File: src/rtl/ccst_pkg.sv
// package: date types, calendar constants and leap-year helpers for the clock
`timescale 1ns / 1ps
`default_nettype none
package ccst_pkg;

    localparam int YEAR_W = 14;
    localparam int MON_W  = 4;
    localparam int DAY_W  = 5;
    localparam int HOUR_W = 5;
    localparam int MIN_W  = 6;
    localparam int SEC_W  = 6;

    typedef enum logic [1:0] {
        MODE_TICK = 2'd0,
        MODE_LOAD = 2'd1,
        MODE_CMP  = 2'd2
    } t_mode;

    typedef struct packed {
        logic [YEAR_W-1:0] year;
        logic [MON_W-1:0]  month;
        logic [DAY_W-1:0]  day;
        logic [HOUR_W-1:0] hour;
        logic [MIN_W-1:0]  minute;
        logic [SEC_W-1:0]  second;
    } t_date;

    typedef struct packed {
        logic is_equal;
        logic is_later;
        logic is_earlier;
    } t_flags;

    localparam logic [YEAR_W-1:0] MAX_YEAR   = 14'd9999;
    localparam logic [YEAR_W-1:0] RST_YEAR   = 14'd2000;
    localparam logic [MON_W-1:0]  MONTHS     = 4'd12;
    localparam logic [DAY_W-1:0]  DAYS_LONG  = 5'd31;
    localparam logic [DAY_W-1:0]  DAYS_SHORT = 5'd30;
    localparam logic [DAY_W-1:0]  DAYS_FEB   = 5'd28;
    localparam logic [DAY_W-1:0]  DAYS_FEB_L = 5'd29;
    localparam logic [HOUR_W-1:0] LAST_HOUR  = 5'd23;
    localparam logic [MIN_W-1:0]  LAST_MIN   = 6'd59;
    localparam logic [SEC_W-1:0]  LAST_SEC   = 6'd59;

    localparam t_date RST_DATE = '{
        year: RST_YEAR, month: 4'd1, day: 5'd1,
        hour: 5'd0, minute: 6'd0, second: 6'd0
    };

    // reciprocal of 100 scaled by 2^19, exact for years up to 9999
    localparam int            RECIP_SHIFT = 19;
    localparam int            PROD_W      = 27;
    localparam logic [12:0]   RECIP_100   = 13'd5243;

    function automatic logic leap_year(input logic [YEAR_W-1:0] y);
        logic [PROD_W-1:0] p;
        logic              div100;
        logic [1:0]        q_lo;
        p      = PROD_W'(y) * PROD_W'(RECIP_100);
        div100 = p[RECIP_SHIFT-1:0] < RECIP_SHIFT'(RECIP_100);
        q_lo   = p[RECIP_SHIFT+1:RECIP_SHIFT];
        return (y[1:0] == 2'd0) && (!div100 || (q_lo == 2'd0));
    endfunction

    function automatic logic [DAY_W-1:0] month_len(input logic [MON_W-1:0] m,
                                                   input logic leap);
        logic [DAY_W-1:0] len;
        case (m)
            4'd4, 4'd6, 4'd9, 4'd11: len = DAYS_SHORT;
            4'd2:                    len = leap ? DAYS_FEB_L : DAYS_FEB;
            default:                 len = DAYS_LONG;
        endcase
        return len;
    endfunction

endpackage
`default_nettype wire

File: src/rtl/ccst_in_if.sv
// interface: input word channel carrying mode and date fields
`timescale 1ns / 1ps
`default_nettype none
interface ccst_in_if;
    import ccst_pkg::*;

    logic              valid;
    logic              ready;
    logic [1:0]        mode;
    logic [YEAR_W-1:0] in_year;
    logic [MON_W-1:0]  in_month;
    logic [DAY_W-1:0]  in_day;
    logic [HOUR_W-1:0] in_hour;
    logic [MIN_W-1:0]  in_minute;
    logic [SEC_W-1:0]  in_second;

    modport source (
        output valid, mode, in_year, in_month, in_day, in_hour, in_minute, in_second,
        input  ready
    );
    modport sink (
        input  valid, mode, in_year, in_month, in_day, in_hour, in_minute, in_second,
        output ready
    );
endinterface
`default_nettype wire

File: src/rtl/ccst_out_if.sv
// interface: result word channel carrying current date and compare flags
`timescale 1ns / 1ps
`default_nettype none
interface ccst_out_if;
    import ccst_pkg::*;

    logic              valid;
    logic              ready;
    logic [YEAR_W-1:0] out_year;
    logic [MON_W-1:0]  out_month;
    logic [DAY_W-1:0]  out_day;
    logic [HOUR_W-1:0] out_hour;
    logic [MIN_W-1:0]  out_minute;
    logic [SEC_W-1:0]  out_second;
    logic              is_equal;
    logic              is_later;
    logic              is_earlier;

    modport source (
        output valid, out_year, out_month, out_day, out_hour, out_minute, out_second,
               is_equal, is_later, is_earlier,
        input  ready
    );
    modport sink (
        input  valid, out_year, out_month, out_day, out_hour, out_minute, out_second,
               is_equal, is_later, is_earlier,
        output ready
    );
endinterface
`default_nettype wire

File: src/rtl/ccst_step.sv
// next-state logic: tick rollover, clamped load and date compare
`timescale 1ns / 1ps
`default_nettype none
module ccst_step (
    input  wire logic [1:0]      i_mode,
    input  wire ccst_pkg::t_date i_cur,
    input  wire ccst_pkg::t_date i_arg,
    output ccst_pkg::t_date      o_next,
    output ccst_pkg::t_flags     o_flags
);
    import ccst_pkg::*;

    t_date             w_load;
    t_date             w_tick;
    logic [YEAR_W-1:0] w_lyear;
    logic [YEAR_W-1:0] w_leap_y;
    logic              w_leap;
    logic [DAY_W-1:0]  w_len;
    logic              w_is_load;

    assign w_is_load = (i_mode == MODE_LOAD);

    // clamped load year and month feed the shared month-length logic
    always_comb begin
        w_lyear = (i_arg.year > MAX_YEAR) ? MAX_YEAR : i_arg.year;
        w_load  = i_arg;
        w_load.year = w_lyear;
        if (i_arg.month == '0) begin
            w_load.month = MON_W'(1);
        end else if (i_arg.month > MONTHS) begin
            w_load.month = MONTHS;
        end
        if (i_arg.hour > LAST_HOUR) begin
            w_load.hour = LAST_HOUR;
        end
        if (i_arg.minute > LAST_MIN) begin
            w_load.minute = LAST_MIN;
        end
        if (i_arg.second > LAST_SEC) begin
            w_load.second = LAST_SEC;
        end
    end

    assign w_leap_y = w_is_load ? w_lyear : i_cur.year;
    assign w_leap   = leap_year(w_leap_y);
    assign w_len    = month_len(w_is_load ? w_load.month : i_cur.month, w_leap);

    always_comb begin
        w_tick = i_cur;
        if (i_cur.second < LAST_SEC) begin
            w_tick.second = i_cur.second + SEC_W'(1);
        end else begin
            w_tick.second = '0;
            if (i_cur.minute < LAST_MIN) begin
                w_tick.minute = i_cur.minute + MIN_W'(1);
            end else begin
                w_tick.minute = '0;
                if (i_cur.hour < LAST_HOUR) begin
                    w_tick.hour = i_cur.hour + HOUR_W'(1);
                end else begin
                    w_tick.hour = '0;
                    if (i_cur.day < w_len) begin
                        w_tick.day = i_cur.day + DAY_W'(1);
                    end else begin
                        w_tick.day = DAY_W'(1);
                        if (i_cur.month < MONTHS) begin
                            w_tick.month = i_cur.month + MON_W'(1);
                        end else begin
                            w_tick.month = MON_W'(1);
                            w_tick.year  = (i_cur.year >= MAX_YEAR) ? '0
                                                                   : i_cur.year + YEAR_W'(1);
                        end
                    end
                end
            end
        end
    end

    always_comb begin
        o_next  = i_cur;
        o_flags = '0;
        case (i_mode)
            MODE_TICK: begin
                o_next = w_tick;
            end
            MODE_LOAD: begin
                o_next = w_load;
                if (i_arg.day == '0) begin
                    o_next.day = DAY_W'(1);
                end else if (i_arg.day > w_len) begin
                    o_next.day = w_len;
                end
            end
            MODE_CMP: begin
                // packed field order makes this a year-first lexicographic compare
                o_flags.is_equal   = (i_cur == i_arg);
                o_flags.is_later   = (i_cur > i_arg);
                o_flags.is_earlier = (i_cur < i_arg);
            end
            default: begin
                o_next = i_cur;
            end
        endcase
    end
endmodule
`default_nettype wire

File: src/rtl/calendar_clock_second_tick_top.sv
// path: each accepted word passes the input register, then the result register
// throughput: one word per cycle when o_out.ready; the registers decouple sides
// the date register updates as each word leaves the input register
// reset: synchronous active low, date returns to 2000-01-01 00:00:00
// reset empties both registers so no result is pending
`timescale 1ns / 1ps
`default_nettype none
module calendar_clock_second_tick_top (
    input  wire logic  i_clk,
    input  wire logic  i_rst_n,
    ccst_in_if.sink    i_in,
    ccst_out_if.source o_out
);
    import ccst_pkg::*;

    logic       r_in_vld;
    logic [1:0] r_in_mode;
    t_date      r_in_arg;
    t_date      r_date;
    logic       r_out_vld;
    t_date      r_out_date;
    t_flags     r_out_flags;

    t_date      n_date;
    t_flags     n_flags;
    logic       w_adv;
    logic       w_take;

    assign w_adv      = r_in_vld && (!r_out_vld || o_out.ready);
    assign i_in.ready = !r_in_vld || w_adv;
    assign w_take     = i_in.valid && i_in.ready;

    ccst_step u_step (
        .i_mode  (r_in_mode),
        .i_cur   (r_date),
        .i_arg   (r_in_arg),
        .o_next  (n_date),
        .o_flags (n_flags)
    );

    always_ff @(posedge i_clk) begin
        if (!i_rst_n) begin
            r_in_vld  <= 1'b0;
            r_out_vld <= 1'b0;
            r_date    <= RST_DATE;
        end else begin
            if (i_in.ready) begin
                r_in_vld <= i_in.valid;
            end
            if (w_adv) begin
                r_out_vld <= 1'b1;
                r_date    <= n_date;
            end else if (o_out.ready) begin
                r_out_vld <= 1'b0;
            end
        end
    end

    always_ff @(posedge i_clk) begin
        if (w_take) begin
            r_in_mode       <= i_in.mode;
            r_in_arg.year   <= i_in.in_year;
            r_in_arg.month  <= i_in.in_month;
            r_in_arg.day    <= i_in.in_day;
            r_in_arg.hour   <= i_in.in_hour;
            r_in_arg.minute <= i_in.in_minute;
            r_in_arg.second <= i_in.in_second;
        end
        if (w_adv) begin
            r_out_date  <= n_date;
            r_out_flags <= n_flags;
        end
    end

    assign o_out.valid      = r_out_vld;
    assign o_out.out_year   = r_out_date.year;
    assign o_out.out_month  = r_out_date.month;
    assign o_out.out_day    = r_out_date.day;
    assign o_out.out_hour   = r_out_date.hour;
    assign o_out.out_minute = r_out_date.minute;
    assign o_out.out_second = r_out_date.second;
    assign o_out.is_equal   = r_out_flags.is_equal;
    assign o_out.is_later   = r_out_flags.is_later;
    assign o_out.is_earlier = r_out_flags.is_earlier;
endmodule
`default_nettype wire
File: src/flat_wrapper.sv
// flat-port wrapper written by rule: the top's interface ports become plain ports
module calendar_clock_second_tick_top_flat import ccst_pkg::*;
  (i_clk, i_rst_n, i_in_valid, i_in_mode, i_in_in_year, i_in_in_month, i_in_in_day, i_in_in_hour, i_in_in_minute, i_in_in_second, i_in_ready, o_out_valid, o_out_out_year, o_out_out_month, o_out_out_day, o_out_out_hour, o_out_out_minute, o_out_out_second, o_out_is_equal, o_out_is_later, o_out_is_earlier, o_out_ready);
  ccst_in_if i_in_i ();
  ccst_out_if o_out_i ();
  input  wire logic i_clk;
  input  wire logic i_rst_n;
  input wire logic [$bits(i_in_i.valid)-1:0] i_in_valid;
  input wire logic [$bits(i_in_i.mode)-1:0] i_in_mode;
  input wire logic [$bits(i_in_i.in_year)-1:0] i_in_in_year;
  input wire logic [$bits(i_in_i.in_month)-1:0] i_in_in_month;
  input wire logic [$bits(i_in_i.in_day)-1:0] i_in_in_day;
  input wire logic [$bits(i_in_i.in_hour)-1:0] i_in_in_hour;
  input wire logic [$bits(i_in_i.in_minute)-1:0] i_in_in_minute;
  input wire logic [$bits(i_in_i.in_second)-1:0] i_in_in_second;
  output wire logic [$bits(i_in_i.ready)-1:0] i_in_ready;
  output wire logic [$bits(o_out_i.valid)-1:0] o_out_valid;
  output wire logic [$bits(o_out_i.out_year)-1:0] o_out_out_year;
  output wire logic [$bits(o_out_i.out_month)-1:0] o_out_out_month;
  output wire logic [$bits(o_out_i.out_day)-1:0] o_out_out_day;
  output wire logic [$bits(o_out_i.out_hour)-1:0] o_out_out_hour;
  output wire logic [$bits(o_out_i.out_minute)-1:0] o_out_out_minute;
  output wire logic [$bits(o_out_i.out_second)-1:0] o_out_out_second;
  output wire logic [$bits(o_out_i.is_equal)-1:0] o_out_is_equal;
  output wire logic [$bits(o_out_i.is_later)-1:0] o_out_is_later;
  output wire logic [$bits(o_out_i.is_earlier)-1:0] o_out_is_earlier;
  input wire logic [$bits(o_out_i.ready)-1:0] o_out_ready;
  assign i_in_i.valid = i_in_valid;
  assign i_in_i.mode = i_in_mode;
  assign i_in_i.in_year = i_in_in_year;
  assign i_in_i.in_month = i_in_in_month;
  assign i_in_i.in_day = i_in_in_day;
  assign i_in_i.in_hour = i_in_in_hour;
  assign i_in_i.in_minute = i_in_in_minute;
  assign i_in_i.in_second = i_in_in_second;
  assign i_in_ready = i_in_i.ready;
  assign o_out_valid = o_out_i.valid;
  assign o_out_out_year = o_out_i.out_year;
  assign o_out_out_month = o_out_i.out_month;
  assign o_out_out_day = o_out_i.out_day;
  assign o_out_out_hour = o_out_i.out_hour;
  assign o_out_out_minute = o_out_i.out_minute;
  assign o_out_out_second = o_out_i.out_second;
  assign o_out_is_equal = o_out_i.is_equal;
  assign o_out_is_later = o_out_i.is_later;
  assign o_out_is_earlier = o_out_i.is_earlier;
  assign o_out_i.ready = o_out_ready;
  calendar_clock_second_tick_top u_core (.i_clk(i_clk), .i_rst_n(i_rst_n), .i_in(i_in_i), .o_out(o_out_i));
endmodule
File: config.mk
export PLATFORM = sky130hd
export DESIGN_NAME = calendar_clock_second_tick_top_flat
export DESIGN_NICKNAME = d
export VERILOG_FILES = /design/src/rtl/ccst_pkg.sv /design/src/rtl/ccst_in_if.sv /design/src/rtl/ccst_out_if.sv /design/src/rtl/ccst_step.sv /design/src/rtl/calendar_clock_second_tick_top.sv /design/src/flat_wrapper.sv
export SDC_FILE = /design/constraint.sdc
export NUM_CORES = 1
export LEC_CHECK = 0
export BUFFER_PORTS_ARGS = -buffer_cell sky130_fd_sc_hd__buf_2
export CORE_UTILIZATION = 50
export CTS_BUF_LIST = sky130_fd_sc_hd__clkbuf_2 sky130_fd_sc_hd__clkbuf_4 sky130_fd_sc_hd__clkbuf_8
export CTS_CLUSTER_SIZE = 16
export DETAILED_ROUTE_END_ITERATION = 8
export PLACE_DENSITY_LB_ADDON = 0.08
export SLEW_MARGIN = 20
export SYNTH_ARGS = -nofsm -noshare
export SYNTH_HDL_FRONTEND = slang
export SYNTH_SLANG_ARGS = --single-unit
File: constraint.sdc
create_clock -name i_clk -period 9.2 [get_ports i_clk]
set_input_delay 0.46 -clock i_clk [delete_from_list [all_inputs] [get_ports i_clk]]
set_output_delay 0.46 -clock i_clk [all_outputs]
set_load 0.01 [all_outputs]
==> Implementation_results.wiki, run 1 <==
{| class="wikitable"
! Metric !! Value
|-
| Arrival time worst endpoint || 8.89 ns
|-
| Clock transition at path regs || approximately 0.08 ns
|-
| Largest net degree at the start of global routing || 58
|-
| Routed via count || just over 9k
|-
| Maximum cell stage delay along the critical path || 0.53 ns
|-
| Maximum count of clock buffers along a single path || 2
|-
| Number of fill cells || 1935
|-
| Synthesis-stage register bit count || 127
|-
| Wire length on met2 || around 13000 µm
|-
| Startpoint of the lowest-slack hold path || i_in_mode[0]
|-
| Most common cell in the netlist || sky130_fd_sc_hd__inv_1
|-
| Number of resized instances in the post-cts repair step || 0
|-
| Count of distinct cell types in the synthesized netlist || 77
|-
| Max Fclk || 117 MHz
|-
| Startpoint Class || register
|-
| Crit. Startpoint || u_core.r_in_arg[31]$_DFFE_PP_
|-
| Slowest cell on crit path || sky130_fd_sc_hd__fa_1
|-
| Number of pins with negative max-slew slack in the final report || 0
|-
| Max VDD drop || 0.306 mV
|-
| Buffers plus inverters on the worst setup path || 4
|-
| Setup Viol. Count Final || 0
|-
| Antenna viol nets, final || 0
|-
| Classification of the worst setup path || reg -> reg
|-
| Area of the core || 0.0213 mm²
|-
| Library cell with the largest summed area after synthesis || sky130_fd_sc_hd__edfxtp_1
|-
| Type of the most critical hold path || in -> reg
|-
| Synthesized area divided by synthesized cell count || 8.92 µm²
|-
| Unrepaired setup endpoints after global routing || false
|-
| # IOs || 91
|-
| Worst-Skew Late Latency || around 0.46 ns
|-
| Leakage Power || 5.47 nW
|-
| Violation count after the first detailed-route iteration || 681
|-
| Area used by sequential logic in the layout || 0.00339 mm²
|-
| Part of the Yosys area used for sequential elements || between 30 and 40%
|-
| Post-DP HPWL || 22400 µm
|-
| Post-synth top flop || sky130_fd_sc_hd__edfxtp_1
|-
| Clock tree skew after final layout || 0.0118 ns
|-
| Starting density of the core || 51.7%
|-
| Drt wl/cell || ~19 µm
|-
| M1 wire length || 14400 µm
|-
| Met3 Routed Length || 2310 µm
|-
| Number of clock buffers inserted by TritonCTS || 17
|-
| Y dimension of the die || 150 µm
|-
| Reg2Reg Launch Point || u_core.r_in_arg[31]$_DFFE_PP_
|-
| Via count of the first global-routing pass || 8552
|-
| Status || finished, final reports clean
|-
| # rows || 53
|-
| Number of remaining DRC errors || 0
|-
| Number of synthesized flops with an enable pin || 85
|-
| Fraction of final layout cells with drive strength greater than 1 || 12.1%
|-
| CTS tree || done
|-
| Uppermost layer routed || met4
|-
| Area added between synthesis and finish || 10.3%
|-
| Leading post-synthesis cells by instance count || 199 x sky130_fd_sc_hd__inv_1, 126 x sky130_fd_sc_hd__ha_1, 97 x sky130_fd_sc_hd__nor2_1
|-
| Number of warnings printed during yosys synthesis || 0
|-
| Synth top area cells || sky130_fd_sc_hd__edfxtp_1 23%, sky130_fd_sc_hd__ha_1 14%, sky130_fd_sc_hd__fa_1 11%
|-
| Count of buffers from port buffering || 90
|-
| Die ar. || 0.0226 mm²
|-
| GR Overflow Total || 0
|-
| All-Layer GR Usage || 27.6%
|-
| Count of endpoints failing hold in the final timing report || 0
|-
| Cell Count Post-Placement || around 1.6k
|-
| Clock tree root driver cell || sky130_fd_sc_hd__clkbuf_8
|-
| Yosys top cell area share || 23.2%
|-
| Async set-reset flop share out of synthesis || 0%
|-
| Post-route minimum period || 8.53 ns
|-
| Filler-free cell count of the finished design || between 1.5k and 2k
|-
| Total routed wirelength || slightly below 30000 µm
|-
| Cells after synthesis || between 1k and 1.5k
|-
| Max-Cap Viols || 0
|-
| Hold_buf cts || 0
|-
| Nets@finish || about 1.5k
|-
| Util after Layout || a little under three fifths
|-
| Worst-path maximum fanout || 9
|-
| Sum of negative setup slack || 0 ns
|-
| Gate family responsible for the most delay along the worst path || adder cells
|-
| Part of the cycle the worst path needs || 92.7%
|-
| Sinks on the clock net || 127
|-
| Worst Path Required || 9.56 ns
|-
| Power density over the cells || 256 mW/mm²
|-
| Netlist Area Pre-Place || between 0.01 and 0.015 mm²
|-
| Worst Setup End Kind || register
|-
| Antenna violations before repair || 0
|-
| Post-CTS Setup Bufs || 0
|-
| Net count after synthesis || 1466
|-
| Inserted Diodes || 0
|-
| Weighted congestion reported at the end of routability-driven placement || 0.890
|-
| Transition time at the pin with the least slew margin || ~0.7 ns
|-
| CTS H-tree depth || 4
|-
| First-pass GRT wire length || 47000 µm
|-
| Die width || 150 µm
|-
| Area of the multi-input gates || roughly 0.0067 mm²
|-
| Total Power Consumption || 3.10 mW
|-
| Worst rel slew slack || a little over half
|-
| 1st-pass router iterations || 5
|-
| DR vias/cell || 5.83
|-
| Worst R2R Setup Slack || 0.67 ns
|}
registers in the layout (all words and copies together) (netlist names):
| register | count |
|---|---|
| u_core.r_date | 40 |
| u_core.r_in_arg | 40 |
| u_core.o_out.out_year | 14 |
| u_core.o_out.out_minute | 6 |
| u_core.o_out.out_second | 6 |
| u_core.o_out.out_day | 5 |
| u_core.o_out.out_hour | 5 |
| u_core.o_out.out_month | 4 |
| u_core.r_in_mode | 2 |
| u_core.o_out.is_earlier | 1 |
| u_core.o_out.is_equal | 1 |
| u_core.o_out.is_later | 1 |
| u_core.o_out.valid | 1 |
| u_core.r_in_vld | 1 |
cells in the final DEF (no fill, tap or decap), types with 5 or more instances in the layout:
cell / n
sky130_fd_sc_hd__fa_1: 61
sky130_fd_sc_hd__o311ai_0: 5
sky130_fd_sc_hd__nand3_1: 38
sky130_fd_sc_hd__a41oi_1: 5
sky130_fd_sc_hd__buf_4: 13
sky130_fd_sc_hd__nand2b_1: 16
sky130_fd_sc_hd__a31oi_1: 22
sky130_fd_sc_hd__dfxtp_1: 42
sky130_fd_sc_hd__clkbuf_8: 18
sky130_fd_sc_hd__o211ai_1: 11
sky130_fd_sc_hd__and2_1: 7
sky130_fd_sc_hd__o22ai_1: 9
sky130_fd_sc_hd__ha_1: 126
sky130_fd_sc_hd__nor2b_1: 12
sky130_fd_sc_hd__o31ai_1: 12
sky130_fd_sc_hd__nand2_1: 80
sky130_fd_sc_hd__nor4_1: 10
sky130_fd_sc_hd__o221ai_1: 6
sky130_fd_sc_hd__nor3_1: 27
sky130_fd_sc_hd__edfxtp_1: 85
sky130_fd_sc_hd__xor2_1: 6
sky130_fd_sc_hd__buf_2: 90
sky130_fd_sc_hd__a21o_1: 18
sky130_fd_sc_hd__and3_1: 15
sky130_fd_sc_hd__o31a_1: 5
sky130_fd_sc_hd__xnor2_1: 8
sky130_fd_sc_hd__a211oi_1: 10
sky130_fd_sc_hd__inv_1: 198
sky130_fd_sc_hd__o21ai_0: 66
sky130_fd_sc_hd__or3_1: 5
sky130_fd_sc_hd__nand4_1: 17
sky130_fd_sc_hd__a21oi_1: 76
sky130_fd_sc_hd__o21a_1: 10
sky130_fd_sc_hd__nor2_1: 97
per-layer routing:
metal / up-vias / GRT usage [%]
met5: - / 0
met3: 33 / 5.39
met1: 4408 / 41.7
met4: 0 / 7.17
li1: 4480 / -
met2: 367 / 39.8
worst reg2reg max path: cells and delay by family (launching register included):
kind                     cells  cell delay, ns
buffers and inverters        4            0.29
AO/OA/AOI/OAI               12            2.34
flip-flops                   1            0.44
adder cells (fa/ha/maj)      7            2.90
AND/OR/NAND/NOR              9            2.46
through the flow:
| step | cell area, µm² | hold WS, ns | worst slack, ns |
|---|---|---|---|
| detailed placement | 11700 | 0.500 | 0.744 |
| CTS | 12100 | 0.138 | 0.721 |
| global placement | 11700 | 0.489 | 0.856 |
| floorplan | 11000 | 0.466 | 1.54 |
| finish | 12100 | 0.169 | 0.670 |
| global route | 12100 | 0.143 | 0.0545 |
cell families after synthesis:
| kind of cell | synth area share (%) |
|---|---|
| AOI/OAI and AO/OA | 18.3 |
| xor gates and xnor gates | 1.32 |
| adders and majority gates | 25.4 |
| buffers and inverters | 8.59 |
| DFF | 30.8 |
| muxes | 0.375 |
| and+or+nand+nor | 15.1 |
path summary, 6_finish.rpt:
kind / endpoint / depth (start not counted)
setup / recovery: u_core.r_date[18]$_SDFFE_PN0P_ / 32
hold / removal: u_core.r_in_mode[0]$_DFFE_PP_ / 1
setup reg to reg: u_core.r_date[18]$_SDFFE_PN0P_ / 32
hold reg to reg: u_core.r_date[11]$_SDFFE_PN0P_ / 2
area by class of cell:
type,count,area share (%)
Multi-Input combinational cell,856,54.9
Clock inverter,13,1.53
Clock buffer,19,2.10
Sequential cell,127,28.0
Tap cell,275,2.84
Inverter,199,6.15
Timing Repair Buffer,103,4.52
power by group:
part	switching [mW]	internal, mW
registers	0.0289	0.643
logic	1.12	0.766
clock network	0.242	0.306
total	1.39	1.71
Power figures use the tool's default switching activity.
==> run 2: changes to the inputs <==
Settings changed: MAX_ROUTING_LAYER set to met4.
==> Implementation_results.wiki, run 2 (synthesis gave the netlist of run 1 again) <==
{| class="wikitable"
! Metric !! Value
|-
| Worst-Skew Late Latency || 0.45 ns (was 0.46 ns)
|-
| Gate family responsible for the most delay along the worst path || adder cells (unchanged)
|-
| Fraction of final layout cells with drive strength greater than 1 || 12.0% (was 12.1%)
|-
| Crit. Startpoint || u_core.r_in_arg[31]$_DFFE_PP_ (unchanged)
|-
| Proportion of power drawn by flip-flops and latches || 21.8% (was 21.7%)
|-
| Worst Setup End Kind || register (unchanged)
|-
| Type of the most critical hold path || in -> reg (unchanged)
|-
| Number of fill cells || 1980 (was 1935)
|-
| GR Overflow Total || 0 (unchanged)
|-
| Part of the cycle the worst path needs || 92.5% (was 92.7%)
|-
| Startpoint Class || register (unchanged)
|-
| Worst Path Required || 9.56 ns (about the same)
|-
| Starting density of the core || 51.7% (unchanged)
|-
| Inserted Diodes || 0 (unchanged)
|-
| Worst rel slew slack || 33.7% (was 52.7%)
|-
| Reported net switching power || 1.39 mW (about the same)
|-
| Util after Layout || 56.9% (was 57.0%)
|-
| Clk pwr share || 17.1% (was 17.6%)
|-
| Power density over the cells || 255 mW/mm² (was 256 mW/mm²)
|-
| Transition time at the pin with the least slew margin || 0.984 ns (was 0.703 ns)
|-
| Number of pins with negative max-slew slack in the final report || 0 (unchanged)
|-
| CTS tree || done (unchanged)
|-
| Die width || 150 µm (unchanged)
|-
| Number of resized instances in the post-cts repair step || 0 (unchanged)
|-
| Antenna violations before repair || 0 (unchanged)
|-
| Drt wl/cell || 18.5 µm (was 18.7 µm)
|-
| Count of endpoints failing hold in the final timing report || 0 (unchanged)
|-
| Number of logic stages on the critical path including buffering || 32 (unchanged)
|-
| Hold_buf cts || 0 (unchanged)
|-
| Weighted congestion reported at the end of routability-driven placement || 0.918 (was 0.890)
|-
| DR vias/cell || 5.79 (was 5.83)
|-
| Number of clock buffers inserted by TritonCTS || 17 (unchanged)
|-
| Area added between synthesis and finish || 10.2% (was 10.3%)
|-
| Buffers plus inverters on the worst setup path || 4 (unchanged)
|-
| First-pass GRT wire length || 46900 µm (was 47000 µm)
|-
| Worst-path maximum fanout || 9 (unchanged)
|-
| Nets@finish || 1536 (was 1537)
|-
| Status || finished, final reports clean (unchanged)
|-
| Y dimension of the die || 150 µm (unchanged)
|-
| 1st-pass router iterations || 7 (was 5)
|-
| FF-to-FF End || u_core.r_date[18]$_SDFFE_PN0P_ (unchanged)
|-
| Count of buffers from port buffering || 90 (unchanged)
|-
| Reg2reg path depth || 32 (unchanged)
|-
| Combinational cell fraction of total power || 61.1% (was 60.7%)
|-
| Area of the core || 0.0213 mm² (unchanged)
|-
| Worst R2R Setup Slack || 0.69 ns (was 0.67 ns)
|-
| Unrepaired setup endpoints after global routing || false (unchanged)
|-
| Arrival time worst endpoint || 8.87 ns (was 8.89 ns)
|-
| Maximum count of clock buffers along a single path || 2 (unchanged)
|-
| Clock transition at path regs || 0.09 ns (was 0.08 ns)
|-
| Routed via count || 9213 (was 9288)
|-
| Slowest cell on crit path || sky130_fd_sc_hd__fa_1 (unchanged)
|-
| Setup Viol. Count Final || 0 (unchanged)
|-
| Crit path capture || u_core.r_date[18]$_SDFFE_PN0P_ (unchanged)
|-
| Max VDD drop || 0.294 mV (was 0.306 mV)
|-
| # rows || 53 (unchanged)
|-
| Post-DP HPWL || 22400 µm (about the same)
|-
| Antenna viol nets, final || 0 (unchanged)
|-
| Leakage Power || 5.47 nW (about the same)
|-
| Total routed wirelength || 29400 µm (was 29700 µm)
|-
| Sum of negative setup slack || 0 ns (unchanged)
|-
| Die ar. || 0.0226 mm² (unchanged)
|-
| Classification of the worst setup path || reg -> reg (unchanged)
|-
| Sinks on the clock net || 127 (unchanged)
|-
| Max Fclk || 117 MHz (about the same)
|-
| Via count of the first global-routing pass || 8538 (was 8552)
|-
| Maximum cell stage delay along the critical path || 0.53 ns (about the same)
|-
| Post-route setup slack || 0.687 ns (was 0.670 ns)
|-
| Fraction of power spent switching nets || 45.2% (was 44.8%)
|-
| Most used cells in the layout excluding fill and tap cells || 198 x sky130_fd_sc_hd__inv_1, 126 x sky130_fd_sc_hd__ha_1, 97 x sky130_fd_sc_hd__nor2_1 (unchanged)
|-
| Largest net degree at the start of global routing || 57 (was 58)
|-
| Max-Cap Viols || 0 (unchanged)
|-
| Number of remaining DRC errors || 0 (unchanged)
|-
| Minimum setup slack after placement || 0.735 ns (was 0.744 ns)
|-
| Clock tree root driver cell || sky130_fd_sc_hd__clkbuf_8 (unchanged)
|-
| All-Layer GR Usage || 28.2% (was 27.6%)
|-
| CTS H-tree depth || 4 (unchanged)
|-
| Violation count after the first detailed-route iteration || 627 (was 681)
|-
| Reg2Reg Launch Point || u_core.r_in_arg[31]$_DFFE_PP_ (unchanged)
|-
| # IOs || 91 (unchanged)
|-
| Post-route minimum period || 8.51 ns (was 8.53 ns)
|-
| Most common library cell in the layout ignoring fill and taps || sky130_fd_sc_hd__inv_1 (unchanged)
|-
| Post-CTS Setup Bufs || 0 (unchanged)
|-
| Power Internal || 1.69 mW (was 1.71 mW)
|-
| Clock tree skew after final layout || 0.0149 ns (was 0.0118 ns)
|}
run 2: per-stage QoR:
| step | std cells | power (mW) | area, µm² | hold WS (ns) |
|---|---|---|---|---|
| floorplan | 1233 | 2.15 | 11000 | 0.466 |
| global placement | 1559 | 2.54 | 11700 | 0.491 |
| detailed placement | 1559 | 2.55 | 11700 | 0.497 |
| CTS | 1591 | 3.09 | 12100 | 0.160 |
| global route | 1591 | 3.38 | 12100 | 0.148 |
| finish | 1591 | 3.08 | 12100 | 0.180 |
run 2: area by class of cell:
class                           instances  area [µm²]  share of cell area [%]
Clock buffer                           18         248                    2.04
Clock inverter                         14         180                    1.49
Inverter                              199         747                    6.16
Multi-Input combinational cell        856        6660                    55.0
Sequential cell                       127        3390                    28.0
Tap cell                              275         344                    2.84
Timing Repair Buffer                  102         541                    4.46
run 2: worst min-delay path by stage:
stage                                               from                             end  slack, ns  cells after the start
after floorplan            u_core.r_date[5]$_SDFFE_PN0P_   u_core.r_date[5]$_SDFFE_PN0P_       0.47                      2
after global placement     u_core.r_date[0]$_SDFFE_PN0P_   u_core.r_date[0]$_SDFFE_PN0P_       0.49                      2
after detailed placement  u_core.r_date[11]$_SDFFE_PN0P_  u_core.r_date[11]$_SDFFE_PN0P_       0.50                      2
after CTS                              i_in_in_minute[1]    u_core.r_in_arg[7]$_DFFE_PP_       0.16                      1
after global routing                     i_in_in_hour[2]   u_core.r_in_arg[14]$_DFFE_PP_       0.15                      1
final                                    i_in_in_year[9]   u_core.r_in_arg[35]$_DFFE_PP_       0.18                      1
run 2: worst reg2reg max path: cells and delay by family, from the launching register on:
| family | cells | cell delay (ns) |
|---|---|---|
| buffers and inverters | 4 | 0.31 |
| AO/OA/AOI/OAI | 12 | 2.29 |
| adder cells (fa/ha/maj) | 7 | 2.92 |
| flip-flops | 1 | 0.44 |
| AND/OR/NAND/NOR | 9 | 2.46 |
run 2: layer usage:
metal  vias up  track usage, %  wire (µm)
li1       4474               -          -
met1      4380            41.2      14300
met2       332            40.3      12600
met3        27            5.88       2140
met4         0            4.90        339
met5         -               -          0
run 2: power by group through the flow:
stage	registers, mW	logic (mW)	clock network, mW
after floorplan	0.679	1.47	0
after global placement	0.684	1.85	0
after detailed placement	0.684	1.86	0
after CTS	0.672	1.88	0.537
after global routing	0.676	2.14	0.559
final	0.672	1.88	0.528
==> run 3: changes to the inputs <==
Settings changed: ABC_AREA set to 1, SKIP_CTS_REPAIR_TIMING set to 1.
==> Implementation_results.wiki, run 3 <==
{| class="wikitable"
! Metric !! Value
|-
| Area added between synthesis and finish || 9.92% (was 10.2%)
|-
| Top Usage Layer GRT || met2 (was met1)
|-
| Post-route setup slack || 1.10 ns (was 0.687 ns)
|-
| Die ar. || 0.0225 mm² (was 0.0226 mm²)
|-
| Minimum setup slack after placement || 1.22 ns (was 0.735 ns)
|-
| Slowest cell on crit path || sky130_fd_sc_hd__inv_2 (was sky130_fd_sc_hd__fa_1)
|-
| Maximum cell stage delay along the critical path || 0.66 ns (was 0.53 ns)
|-
| Async set-reset flop share out of synthesis || 0% (unchanged)
|-
| Library cell with the largest summed area after synthesis || sky130_fd_sc_hd__edfxtp_1 (unchanged)
|-
| Antenna violations before repair || 0 (unchanged)
|-
| Part of the Yosys area used for sequential elements || 31.0% (was 30.8%)
|-
| Worst-Skew Late Latency || 0.47 ns (was 0.45 ns)
|-
| Synth Area in Compound Gates || 10.8% (was 18.3%)
|-
| Inserted Diodes || 0 (unchanged)
|-
| Antenna viol nets, final || 0 (unchanged)
|-
| Starting density of the core || 51.5% (was 51.7%)
|-
| Setup Viol. Count Final || 0 (unchanged)
|-
| Most common library cell in the layout ignoring fill and taps || sky130_fd_sc_hd__inv_1 (unchanged)
|-
| All-Layer GR Usage || 26.1% (was 28.2%)
|-
| Count of buffers from port buffering || 90 (unchanged)
|-
| Fraction of final layout cells with drive strength greater than 1 || 12.3% (was 12.0%)
|-
| Clock tree root driver cell || sky130_fd_sc_hd__clkbuf_8 (unchanged)
|-
| Number of fill cells || 2056 (was 1980)
|-
| Most used cells in the layout excluding fill and tap cells || 309 x sky130_fd_sc_hd__inv_1, 239 x sky130_fd_sc_hd__nand2_1, 126 x sky130_fd_sc_hd__ha_1 (was 198 x sky130_fd_sc_hd__inv_1, 126 x sky130_fd_sc_hd__ha_1, 97 x sky130_fd_sc_hd__nor2_1)
|-
| Leading post-synthesis cells by instance count || 310 x sky130_fd_sc_hd__inv_1, 240 x sky130_fd_sc_hd__nand2_1, 126 x sky130_fd_sc_hd__ha_1 (was 199 x sky130_fd_sc_hd__inv_1, 126 x sky130_fd_sc_hd__ha_1, 97 x sky130_fd_sc_hd__nor2_1)
|-
| Type of the most critical hold path || in -> reg (unchanged)
|-
| Number of pins with negative max-slew slack in the final report || 0 (unchanged)
|-
| Maximum count of clock buffers along a single path || 2 (unchanged)
|-
| Met2 usage in global routing || 40.4% (was 40.3%)
|-
| Transition time at the pin with the least slew margin || 1.00 ns (was 0.984 ns)
|-
| Violation count after the first detailed-route iteration || 636 (was 627)
|-
| Nets@finish || 1670 (was 1536)
|-
| Max Fclk || 123 MHz (was 117 MHz)
|-
| Count of endpoints failing hold in the final timing report || 0 (unchanged)
|-
| Sum of negative setup slack || 0 ns (unchanged)
|-
| Post-route minimum period || 8.10 ns (was 8.51 ns)
|-
| Worst Setup End Kind || register (unchanged)
|-
| Netlist Area Pre-Place || 0.0110 mm² (about the same)
|-
| Power density over the cells || 312 mW/mm² (was 255 mW/mm²)
|-
| Y dimension of the die || 150 µm (about the same)
|-
| Number of synthesized flops with an enable pin || 85 (unchanged)
|-
| Weighted congestion reported at the end of routability-driven placement || 0.908 (was 0.918)
|-
| Count of distinct cell types in the synthesized netlist || 49 (was 77)
|-
| # rows || 53 (unchanged)
|-
| Number of clock buffers inserted by TritonCTS || 17 (unchanged)
|-
| Routed via count || 9096 (was 9213)
|-
| CTS tree || done (unchanged)
|-
| Arrival time worst endpoint || 8.45 ns (was 8.87 ns)
|-
| Startpoint Class || register (unchanged)
|-
| Number of warnings printed during yosys synthesis || 0 (unchanged)
|-
| Drt wl/cell || 15.7 µm (was 18.5 µm)
|-
| Unrepaired setup endpoints after global routing || false (unchanged)
|-
| Max VDD drop || 0.283 mV (was 0.294 mV)
|-
| Fraction of synthesized cell area in xor and xnor cells || 1.28% (was 1.32%)
|-
| Cells after synthesis || 1344 (was 1233)
|-
| # IOs || 91 (unchanged)
|-
| Largest net degree at the start of global routing || 64 (was 57)
|-
| Most common cell in the netlist || sky130_fd_sc_hd__inv_1 (unchanged)
|-
| Sinks on the clock net || 127 (unchanged)
|-
| GR Overflow Total || 0 (unchanged)
|-
| CTS H-tree depth || 4 (unchanged)
|-
| Clock tree skew after final layout || 0.0217 ns (was 0.0149 ns)
|-
| Largest family of logic cells by synthesized area || adder cells (unchanged)
|-
| Area of the core || 0.0213 mm² (unchanged)
|-
| Leakage Power || 6.19 nW (was 5.47 nW)
|-
| Clock transition at path regs || 0.10 ns (was 0.09 ns)
|-
| Number of remaining DRC errors || 0 (unchanged)
|-
| Via count of the first global-routing pass || 8744 (was 8538)
|-
| Die width || 150 µm (about the same)
|-
| Synthesis-stage register bit count || 127 (unchanged)
|-
| Worst Path Required || 9.55 ns (was 9.56 ns)
|-
| Worst-path maximum fanout || 45 (was 9)
|-
| Max-Cap Viols || 0 (unchanged)
|-
| Simple-gate share of the synthesized area || 19.2% (was 15.1%)
|-
| Critical path's most frequent cell || sky130_fd_sc_hd__inv_1
|-
| Synthesized area divided by synthesized cell count || 8.16 µm² (was 8.92 µm²)
|-
| Yosys top cell area share || 23.3% (was 23.2%)
|-
| Status || finished, final reports clean (unchanged)
|-
| First-pass GRT wire length || 43800 µm (was 46900 µm)
|-
| Post-synth top flop || sky130_fd_sc_hd__edfxtp_1 (unchanged)
|-
| 1st-pass router iterations || 5 (was 7)
|-
| Net count after synthesis || 1577 (was 1466)
|-
| Total routed wirelength || 27100 µm (was 29400 µm)
|-
| Adder-cell share of the synthesized area || 25.5% (was 25.4%)
|-
| Synth top area cells || sky130_fd_sc_hd__edfxtp_1 23%, sky130_fd_sc_hd__ha_1 14%, sky130_fd_sc_hd__fa_1 11% (unchanged)
|-
| Worst rel slew slack || 33.2% (was 33.7%)
|-
| Post-DP HPWL || 20800 µm (was 22400 µm)
|-
| Post-synthesis mux area share || 0% (was 0.375%)
|-
| Part of the cycle the worst path needs || 88.1% (was 92.5%)
|-
| Grt met3 use || 3.69% (was 5.88%)
|-
| Classification of the worst setup path || reg -> reg (unchanged)
|-
| Met1 Usage GRT || 34.7% (was 41.2%)
|-
| DR vias/cell || 5.27 (was 5.79)
|}
-- run 3: layout make-up --
type                            count  area, µm²  share of cell area, %
Multi-Input combinational cell    870       6230                   51.7
Sequential cell                   127       3390                   28.2
Inverter                          321       1200                   10.0
Timing Repair Buffer              100        526                   4.36
Tap cell                          275        344                   2.86
Clock buffer                       18        241                   2.00
Clock inverter                     14        110                  0.914
-- run 3: critical path, delay by kind of cell, from the launching register on --
kind | cells | cell delay, ns
fa+ha+maj | 7 | 2.97
simple gates | 11 | 1.34
compound gates | 7 | 1.80
buf+inv | 9 | 1.47
flops | 1 | 0.33
-- run 3: worst paths after layout --
check	depth (start not counted)	from	endpoint	slack, ns
max	34	u_core.r_in_mode[1]$_DFFE_PP_	u_core.r_date[18]$_SDFFE_PN0P_	1.10
min reg2reg	2	u_core.r_date[1]$_SDFFE_PN0P_	u_core.r_date[1]$_SDFFE_PN0P_	0.53
min	1	i_in_in_day[3]	u_core.r_in_arg[20]$_DFFE_PP_	0.17
max reg2reg	34	u_core.r_in_mode[1]$_DFFE_PP_	u_core.r_date[18]$_SDFFE_PN0P_	1.10
-- run 3: per-layer routing --
layer	share of wire [%]	vias up
met2	45	255
met4	3.1	0
li1	-	4556
met3	4.7	49
met5	0	-
met1	47	4236
-- run 3: through the flow --
stage	total power, mW	cell area [µm²]	hold WS (ns)	instances	utilization [%]
after floorplan	2.73	11000	0.484	1344	-
after global placement	3.29	11700	0.507	1693	55.0
after detailed placement	3.30	11700	0.522	1693	55.0
after CTS	3.78	12100	0.155	1725	56.6
after global routing	4.23	12100	0.144	1725	56.6
final	3.76	12100	0.167	1725	56.6
-- run 3: report_power, final --
| part | switching, mW | leakage [nW] | internal, mW |
|---|---|---|---|
| clock network | 0.264 | 0.181 | 0.194 |
| logic | 1.65 | 4.84 | 0.979 |
| registers | 0.0275 | 1.17 | 0.650 |
-- run 3: kinds of logic after synthesis --
group           Yosys count
flops                   127
compound gates          209
fa+ha+maj               187
simple gates            458
buf+inv                 347
xor+xnor                 16
